===== config.mk =====
export PLATFORM = sky130hd
export DESIGN_NAME = group_reorder_buffer
export DESIGN_NICKNAME = d
export VERILOG_FILES = /design/src/rtl/core/grb_pkg.sv /design/src/rtl/core/grb_ram.sv /design/src/rtl/core/group_reorder_buffer.sv
export VERILOG_INCLUDE_DIRS = /design/src /design/src/rtl/core
export SDC_FILE = /design/constraint.sdc
export NUM_CORES = 2
export LEC_CHECK = 0
export BUFFER_PORTS_ARGS = -buffer_cell sky130_fd_sc_hd__buf_4
export CAP_MARGIN = 20
export CORE_MARGIN = 2
export CORE_UTILIZATION = 65
export DETAILED_ROUTE_END_ITERATION = 7
export PLACE_DENSITY_LB_ADDON = 0.15
export SLEW_MARGIN = 20
export SYNTH_ARGS = -nofsm -noshare
export SYNTH_HDL_FRONTEND = slang
export SYNTH_SLANG_ARGS = --single-unit

===== constraint.sdc =====
create_clock -name clock -period 16.3 [get_ports clock]
set_clock_uncertainty 0.1 [all_clocks]
set_input_delay 1.63 -clock clock [delete_from_list [all_inputs] [get_ports clock]]
set_output_delay 1.63 -clock clock [all_outputs]
set_load 0.02 [all_outputs]

===== src/rtl/core/group_reorder_buffer_assert.svh =====
// Assertion macros shared by the reorder buffer RTL
`ifndef GROUP_REORDER_BUFFER_ASSERT_SVH
`define GROUP_REORDER_BUFFER_ASSERT_SVH

// same-cycle implication, checked on every rising clock edge outside reset
`define GRB_ASSERT_NOW(label, ante, cons) \
   label: assert property (@(posedge clock) disable iff (reset) (ante) |-> (cons)) \
      else $error("reorder buffer check failed");

// next-cycle implication
`define GRB_ASSERT_NEXT(label, ante, cons) \
   label: assert property (@(posedge clock) disable iff (reset) (ante) |=> (cons)) \
      else $error("reorder buffer check failed");

`endif


===== src/rtl/core/grb_pkg.sv =====
// Types, constants and status codes of the group reorder buffer
package grb_pkg;

   localparam int DEPTH_DEFAULT = 16;
   localparam int RESULT_CAP    = 16;
   localparam int RUN_W         = $clog2(RESULT_CAP + 1);

   localparam logic [31:0] NEXT_RESET = 32'd1;
   localparam logic [31:0] MIN_RESET  = 32'hFFFF_FFFF;
   localparam logic [15:0] COUNT_MAX  = 16'hFFFF;

   localparam logic [1:0] ST_RELEASED = 2'd0;
   localparam logic [1:0] ST_DUP_KEY  = 2'd1;
   localparam logic [1:0] ST_FULL     = 2'd2;

   typedef struct packed {
      logic [31:0] member_id;
      logic [15:0] group_tag;
      logic        last_member;
   } req_word_type;

   typedef struct packed {
      logic [15:0] out_tag;
      logic [31:0] out_first_id;
      logic [15:0] out_size;
      logic [1:0]  status;
      logic        last_of_run;
   } rsp_word_type;

   typedef struct packed {
      logic [31:0] key;
      logic [15:0] size;
      logic [15:0] tag;
   } slot_type;

endpackage


===== src/rtl/core/grb_ram.sv =====
// Generic single-write, single-read RAM with registered read data
module grb_ram #(
   parameter int WIDTH = 64,
   parameter int DEPTH = 16
) (
   input  logic                     clock,
   input  logic                     wr_en,
   input  logic [$clog2(DEPTH)-1:0] wr_addr,
   input  logic [WIDTH-1:0]         wr_data,
   input  logic                     rd_en,
   input  logic [$clog2(DEPTH)-1:0] rd_addr,
   output logic [WIDTH-1:0]         rd_data
);

   logic [WIDTH-1:0] mem_ff [DEPTH];
   logic [WIDTH-1:0] rd_data_ff;

   always_ff @(posedge clock) begin
      if (wr_en) begin
         mem_ff[wr_addr] <= wr_data;
      end
      if (rd_en) begin
         rd_data_ff <= mem_ff[rd_addr];
      end
   end

   assign rd_data = rd_data_ff;

endmodule


===== src/rtl/core/group_reorder_buffer.sv =====
// Group reorder buffer: stores finished groups by smallest id, releases them in id order
//
//   channel   dir   handshake            word
//   req       in    req_valid/req_ready  grb_pkg::req_word_type
//   rsp       out   rsp_valid/rsp_ready  grb_pkg::rsp_word_type
//
// One word is taken per pass of a sequencer around a single key comparator that walks
// the slot RAM one entry a cycle. At most 16 groups are released per word.
// Reset is synchronous and clears slot valid bits at once; no clearing pass is needed.
// A stalled rsp side holds the walk at the next release, once a word is already pending,
// or at the flush, until the output register frees.
module group_reorder_buffer #(
   parameter int DEPTH = grb_pkg::DEPTH_DEFAULT
) (
   input  logic                  clock,
   input  logic                  reset,
   input  logic                  req_valid,
   output logic                  req_ready,
   input  grb_pkg::req_word_type req_data,
   output logic                  rsp_valid,
   input  logic                  rsp_ready,
   output grb_pkg::rsp_word_type rsp_data
);
   import grb_pkg::*;

`include "group_reorder_buffer_assert.svh"

   localparam int IDX_W = $clog2(DEPTH);
   localparam int CNT_W = $clog2(DEPTH + 1);

   localparam logic [2:0] S_IDLE  = 3'd0;
   localparam logic [2:0] S_DUP   = 3'd1;
   localparam logic [2:0] S_DEC   = 3'd2;
   localparam logic [2:0] S_REL   = 3'd3;
   localparam logic [2:0] S_FLUSH = 3'd4;

   logic [2:0]       state_ff, state_in;
   logic [31:0]      next_exp_ff, next_exp_in;
   logic [31:0]      run_min_ff, run_min_in;
   logic [15:0]      run_cnt_ff, run_cnt_in;
   logic [DEPTH-1:0] valid_ff, valid_in;
   logic [31:0]      grp_key_ff, grp_key_in;
   logic [15:0]      grp_size_ff, grp_size_in;
   logic [15:0]      grp_tag_ff, grp_tag_in;
   logic [CNT_W-1:0] idx_ff, idx_in;
   logic             chk_ff, chk_in;
   logic [IDX_W-1:0] chk_idx_ff, chk_idx_in;
   logic             dup_ff, dup_in;
   logic             found_ff, found_in;
   logic [IDX_W-1:0] free_ff, free_in;
   logic [RUN_W-1:0] n_ff, n_in;
   rsp_word_type     pend_ff, pend_in;
   logic             pend_valid_ff, pend_valid_in;
   rsp_word_type     rsp_data_ff, rsp_data_in;
   logic             rsp_valid_ff, rsp_valid_in;

   logic             ram_we;
   slot_type         ram_wdata;
   logic             ram_re;
   logic [63:0]      ram_rdata;
   slot_type         rd_slot;
   logic [31:0]      cmp_key;
   logic             key_eq;
   logic             match;
   logic             out_free;
   logic             emit_ok;
   logic             scan_end;
   logic             idx_more;
   logic [31:0]      min_new;
   logic [15:0]      cnt_new;
   logic [RUN_W-1:0] n_next;

   grb_ram #(
      .WIDTH($bits(slot_type)),
      .DEPTH(DEPTH)
   ) u_slots (
      .clock   (clock),
      .wr_en   (ram_we),
      .wr_addr (free_ff),
      .wr_data (ram_wdata),
      .rd_en   (ram_re),
      .rd_addr (idx_ff[IDX_W-1:0]),
      .rd_data (ram_rdata)
   );

   assign rd_slot   = slot_type'(ram_rdata);
   assign cmp_key   = (state_ff == S_DUP) ? grp_key_ff : next_exp_ff;
   assign key_eq    = (rd_slot.key == cmp_key);
   assign match     = chk_ff && valid_ff[chk_idx_ff] && key_eq;
   assign out_free  = !rsp_valid_ff || rsp_ready;
   assign emit_ok   = !pend_valid_ff || out_free;
   assign idx_more  = (idx_ff != CNT_W'(DEPTH));
   assign scan_end  = !idx_more && !chk_ff;
   assign min_new   = (req_data.member_id < run_min_ff) ? req_data.member_id : run_min_ff;
   assign cnt_new   = (run_cnt_ff == COUNT_MAX) ? run_cnt_ff : run_cnt_ff + 16'd1;
   assign n_next    = n_ff + RUN_W'(1);
   assign ram_wdata = '{key: grp_key_ff, size: grp_size_ff, tag: grp_tag_ff};

   assign req_ready = (state_ff == S_IDLE);
   assign rsp_valid = rsp_valid_ff;
   assign rsp_data  = rsp_data_ff;

   always_comb begin
      state_in      = state_ff;
      next_exp_in   = next_exp_ff;
      run_min_in    = run_min_ff;
      run_cnt_in    = run_cnt_ff;
      valid_in      = valid_ff;
      grp_key_in    = grp_key_ff;
      grp_size_in   = grp_size_ff;
      grp_tag_in    = grp_tag_ff;
      idx_in        = idx_ff;
      chk_in        = chk_ff;
      chk_idx_in    = chk_idx_ff;
      dup_in        = dup_ff;
      found_in      = found_ff;
      free_in       = free_ff;
      n_in          = n_ff;
      pend_in       = pend_ff;
      pend_valid_in = pend_valid_ff;
      rsp_data_in   = rsp_data_ff;
      rsp_valid_in  = rsp_valid_ff && !rsp_ready;
      ram_we        = 1'b0;
      ram_re        = 1'b0;

      unique case (state_ff)
         S_IDLE: begin
            if (req_valid) begin
               n_in   = '0;
               idx_in = '0;
               chk_in = 1'b0;
               if (req_data.last_member) begin
                  grp_key_in  = min_new;
                  grp_size_in = cnt_new;
                  grp_tag_in  = req_data.group_tag;
                  run_min_in  = MIN_RESET;
                  run_cnt_in  = '0;
                  dup_in      = 1'b0;
                  found_in    = 1'b0;
                  state_in    = S_DUP;
               end else begin
                  run_min_in = min_new;
                  run_cnt_in = cnt_new;
                  state_in   = S_REL;
               end
            end
         end
         S_DUP: begin
            ram_re     = idx_more;
            chk_in     = idx_more;
            chk_idx_in = idx_ff[IDX_W-1:0];
            if (idx_more) begin
               idx_in = idx_ff + CNT_W'(1);
            end
            if (chk_ff) begin
               if (valid_ff[chk_idx_ff]) begin
                  if (key_eq) begin
                     dup_in = 1'b1;
                  end
               end else if (!found_ff) begin
                  found_in = 1'b1;
                  free_in  = chk_idx_ff;
               end
            end
            if (scan_end) begin
               state_in = S_DEC;
            end
         end
         S_DEC: begin
            if (dup_ff || !found_ff) begin
               pend_in.out_tag      = grp_tag_ff;
               pend_in.out_first_id = grp_key_ff;
               pend_in.out_size     = grp_size_ff;
               pend_in.status       = dup_ff ? ST_DUP_KEY : ST_FULL;
               pend_in.last_of_run  = 1'b0;
               pend_valid_in        = 1'b1;
               n_in                 = n_next;
            end else begin
               ram_we            = 1'b1;
               valid_in[free_ff] = 1'b1;
            end
            idx_in   = '0;
            chk_in   = 1'b0;
            state_in = S_REL;
         end
         S_REL: begin
            if (match) begin
               if (emit_ok) begin
                  if (pend_valid_ff) begin
                     rsp_data_in  = pend_ff;
                     rsp_valid_in = 1'b1;
                  end
                  pend_in.out_tag      = rd_slot.tag;
                  pend_in.out_first_id = rd_slot.key;
                  pend_in.out_size     = rd_slot.size;
                  pend_in.status       = ST_RELEASED;
                  pend_in.last_of_run  = 1'b0;
                  pend_valid_in        = 1'b1;
                  next_exp_in          = next_exp_ff + 32'(rd_slot.size);
                  valid_in[chk_idx_ff] = 1'b0;
                  n_in                 = n_next;
                  idx_in               = '0;
                  chk_in               = 1'b0;
                  state_in = (n_next == RUN_W'(RESULT_CAP)) ? S_FLUSH : S_REL;
               end
            end else begin
               ram_re     = idx_more;
               chk_in     = idx_more;
               chk_idx_in = idx_ff[IDX_W-1:0];
               if (idx_more) begin
                  idx_in = idx_ff + CNT_W'(1);
               end
               if (scan_end) begin
                  state_in = S_FLUSH;
               end
            end
         end
         S_FLUSH: begin
            if (!pend_valid_ff) begin
               state_in = S_IDLE;
            end else if (out_free) begin
               rsp_data_in             = pend_ff;
               rsp_data_in.last_of_run = 1'b1;
               rsp_valid_in            = 1'b1;
               pend_valid_in           = 1'b0;
               state_in                = S_IDLE;
            end
         end
         default: begin
            state_in = S_IDLE;
         end
      endcase
   end

   always_ff @(posedge clock) begin
      if (reset) begin
         state_ff      <= S_IDLE;
         next_exp_ff   <= NEXT_RESET;
         run_min_ff    <= MIN_RESET;
         run_cnt_ff    <= '0;
         valid_ff      <= '0;
         idx_ff        <= '0;
         chk_ff        <= 1'b0;
         dup_ff        <= 1'b0;
         found_ff      <= 1'b0;
         n_ff          <= '0;
         pend_valid_ff <= 1'b0;
         rsp_valid_ff  <= 1'b0;
      end else begin
         state_ff      <= state_in;
         next_exp_ff   <= next_exp_in;
         run_min_ff    <= run_min_in;
         run_cnt_ff    <= run_cnt_in;
         valid_ff      <= valid_in;
         idx_ff        <= idx_in;
         chk_ff        <= chk_in;
         dup_ff        <= dup_in;
         found_ff      <= found_in;
         n_ff          <= n_in;
         pend_valid_ff <= pend_valid_in;
         rsp_valid_ff  <= rsp_valid_in;
      end
   end

   always_ff @(posedge clock) begin
      grp_key_ff  <= grp_key_in;
      grp_size_ff <= grp_size_in;
      grp_tag_ff  <= grp_tag_in;
      chk_idx_ff  <= chk_idx_in;
      free_ff     <= free_in;
      pend_ff     <= pend_in;
      rsp_data_ff <= rsp_data_in;
   end

   `GRB_ASSERT_NOW(a_idle_no_pending, state_ff == S_IDLE, !pend_valid_ff)
   `GRB_ASSERT_NOW(a_run_within_cap, 1'b1, n_ff <= RUN_W'(RESULT_CAP))
   `GRB_ASSERT_NEXT(a_release_frees_slot, (state_ff == S_REL) && match && emit_ok,
      !valid_ff[$past(chk_idx_ff)])
   `GRB_ASSERT_NEXT(a_flush_to_idle, (state_ff == S_FLUSH) && !pend_valid_ff,
      state_ff == S_IDLE)

endmodule

==> key figures <==
Outcome
  – Outcome: completed

Placed design
  – Cells after DPL: 4082
  – GP Congestion: 0.960
  – PortBufs: 121
  – HPWL Detailed: 71.7 mm
  – Placement Setup Slack: 11.62 ns
  – Placed cell area: 0.0576 mm^2

Drt
  – Via Count: 29500
  – Residual DRC count: 0
  – Via/cell ratio: 6.80
  – DR pass1 iterations: 8
  – WL per Instance: 31.4 um
  – Initial drt markers: 3806
  – Routed WL: 136 mm
  – ANT nets after route: 0

STA
  – RSZ-0062 raised after global routing: false
  – Final Setup Violations: 0
  – Slew @ Worst Pin: 1.15 ns
  – Fmax: 209 MHz
  – Crit path time final: 4.78 ns
  – Max-slew violation count: 0
  – Rel. slew slack: 23.6%
  – Tcrit/Tclk final: 29.3%
  – Setup ws final: 11.52 ns
  – Count of final hold-check violations: 0
  – Final TNS setup: 0 ns

Layout
  – Final cell count without fillers: 4331
  – Nets: 3192
  – Final Cell Area: 0.0619 mm^2
  – Share of cells above drive strength 1: 23.9%
  – Synthesis-to-finish area growth: 12.1%

Yosys
  – Xor/xnor share of the synthesized area: 1.25%
  – Adder-cell share of the synthesized area: 1.19%
  – Top area cells in the synthesized netlist: edfxtp_1 (70%), mux4_2 (13%), dfxtp_1 (4.1%)
  – Post-synth ARST share: 0%
  – Largest family of logic cells by synthesized area: multiplexers
  – Syn Inst Count: 2908
  – Synth Area in Simple Gates: 4.67%
  – Cell taking the most area after synthesis: edfxtp_1
  – Post-synthesis average cell area: 19.0 um^2
  – Multiplexer area fraction after synthesis: 14.4%
  – Most used DFF post-synth: edfxtp_1
  – EDFF count, synth: 1293
  – Synth unique cells: 71
  – Mapped Area: 0.0552 mm^2
  – Yosys reg bits: 1407
  – Ys Warns: 0
  – Synth top area share: 70.3%
  – Synth Area in Compound Gates: 2.66%
  – Syn_nets: 3013
  – Register area share after synthesis: 74.4%

Hold path
  – Worst hold endpoint: rsp_data[15]
  – Hold Crit Depth: 0
  – Hold WC Path Type: reg -> reg
  – Min-delay src: pend_ff[15]

Global routing
  – Largest net degree at the start of global routing: 107
  – Total global routing overflow: 0
  – First-pass GRT wire length: 198 mm
  – Initial antenna violation count: 2
  – GR Util All Layers: 32.0%
  – Number of global-route vias before repair: 29300

Clocking
  – Max clock buf depth: 3
  – Clock slew at reported path FFs: 0.07 ns
  – Post-CTS setup buffers: 0
  – Post-CTS Hold Buffers: 0
  – Clk_lat worst skew: 0.75 ns
  – H-tree depth: 4
  – Post-cts resize count: 0
  – CTS tree: built
  – Clock sinks: 1407
  – Clock root buffer: clkbuf_16
  – Num CTS Buffers: 137

Power and ir drop
  – Switching part of the total: 23.3%
  – Sequential share of power: 53.3%
  – PD cells: 129 mW/mm^2
  – Switching pwr: 0.00186 W
  – Peak VDD IR: 0.115 mV
  – Internal: 0.00611 W
  – Leak: 20.0 nW
  – Comb power frac: 8.0%
  – Overall power: 0.00797 W
  – Clk pwr share: 38.6%

Die
  – Core Region: 0.0838 mm^2
  – Rows: 106
  – Ports: 122
  – Initial Util: 65.9%
  – Die Span Y: 295 um
  – Die W: 295 um
  – Die Area: 0.0873 mm^2

Worst setup path
  – Reg2Reg Depth: 9
  – Crit end category: register
  – Crit path launch type: register
  – R2r startpoint: state_ff[0]
  – WS Path Type: reg -> reg
  – RR Endpoint: pend_ff[1]
  – Worst-path maximum fanout: 47
  – Req. time, crit path: 16.56 ns
  – Worst EP arrival: 5.04 ns
  – R2R setup slack: 11.52 ns

Flow run
  – MaxCap Viol Count: 0
-- per-layer routing --
metal / vias to the layer above / global-route usage (%) / routed length [um]
li1: 12000 / - / -
met1: 15300 / 46.5 / 52300
met2: 1875 / 50.4 / 66000
met3: 268 / 5.95 / 13700
met4: 2 / 10.5 / 4040
met5: - / 0 / 20
-- stage by stage --
stage	hold slack, ns	utilization (%)
after floorplan	0.300	-
after global placement	0.307	68.7
after detailed placement	0.305	68.7
after CTS	0.312	73.9
after global routing	0.324	73.9
final	0.311	73.9
-- sequential cells by signal, indices dropped and copies added (netlist names), 3 cells and up --
register	count
grp_size_ff	16
free_ff	4
u_slots.mem_ff	1024
n_ff	5
state_ff	3
pend_ff	66
run_min_ff	32
run_cnt_ff	16
u_slots.rd_data	64
chk_idx_ff	4
valid_ff	16
grp_key_ff	32
grp_tag_ff	16
idx_ff	5
next_exp_ff	32
rsp_data	67
-- worst max path at each step --
| stage | startpoint | to | slack, ns | cells after the start |
|---|---|---|---|---|
| 2_1_floorplan | state_ff[1] | rsp_data[0] | 8.41 | 8 |
| 4_1_cts | state_ff[0] | pend_ff[40] | 11.56 | 9 |
| 6_report | state_ff[0] | pend_ff[1] | 11.52 | 9 |
| 3_3_place_gp | req_data[42] | grp_key_ff[11] | 11.64 | 10 |
| 5_1_grt | state_ff[0] | pend_ff[1] | 11.33 | 9 |
| 3_5_place_dp | state_ff[0] | pend_ff[40] | 11.62 | 9 |
-- cell type report --
class,instances,area [um^2]
clock buffers,179,3680
multi-input cells,1297,13400
flip-flops and latches,1407,41100
well taps,1134,1420
fillers,4809,21900
inverters,74,288
repair buffers,170,1290
diodes,1,2.50
clock inverters,69,659
-- worst max-delay path, cell delays in order, from the launching register on --
cell and delay (ns):
dfxtp_1 0.60, nor3b_2 0.66, mux2i_1 0.29, xnor2_1 0.08, or4_4 0.56, nor4_4 0.43, nand2_1 0.17, a21o_1 0.22
clkinv_2 0.43, buf_4 0.74
-- kinds of logic (layout without fill, tap and decap cells) --
logic type,after synthesis,after routing
adder cells (fa/ha/maj),52,52
AND/OR/NAND/NOR,553,553
flip-flops,1407,1407
AO/OA/AOI/OAI,231,231
other,0,1
multiplexers,382,382
buffers and inverters,204,492
XOR/XNOR,79,79
-- power groups by stage --
stage / Combinational [W] / Sequential [W] / Clock, W
6_report: 0.000640 / 0.00425 / 0.00308
5_1_grt: 0.000690 / 0.00426 / 0.00324
4_1_cts: 0.000642 / 0.00425 / 0.00311
3_5_place_dp: 0.000634 / 0.00432 / 0
3_3_place_gp: 0.000624 / 0.00431 / 0
2_1_floorplan: 0.000473 / 0.00424 / 0
-- synth_stat cells (4+ instances only) --
library cell and count:
a211oi_1 11, a21o_1 9, a21oi_1 52, a22oi_1 11
a31oi_1 5, and2_1 5, and3_1 15, buf_1 36
buf_2 4, clkbuf_1 88, dfxtp_1 114, edfxtp_1 1293
ha_1 51, inv_1 72, mux2_2 40, mux2i_1 17
mux4_2 324, nand2_1 240, nand2b_1 14, nand3_1 89
nand4_1 19, nor2_1 81, nor2b_1 19, nor3_1 20
nor3b_1 5, nor4_1 16, o21a_1 11, o21ai_0 80
o22ai_1 8, o41a_1 5, o41ai_1 8, or3_1 14
xnor2_1 66, xor2_1 13
-- layout by cell type, fill, tap and decap left out, drive strengths merged, types with 20 or more instances in the layout --
cell	count
edfxtp	1293
mux4	324
nand2	241
clkbuf	179
buf	170
dfxtp	114
nand3	89
nor2	82
o21ai	81
inv	71
xnor2	66
clkinv	63
a21oi	52
ha	51
mux2	41
nor3	20
Power figures use the tool's default switching activity.
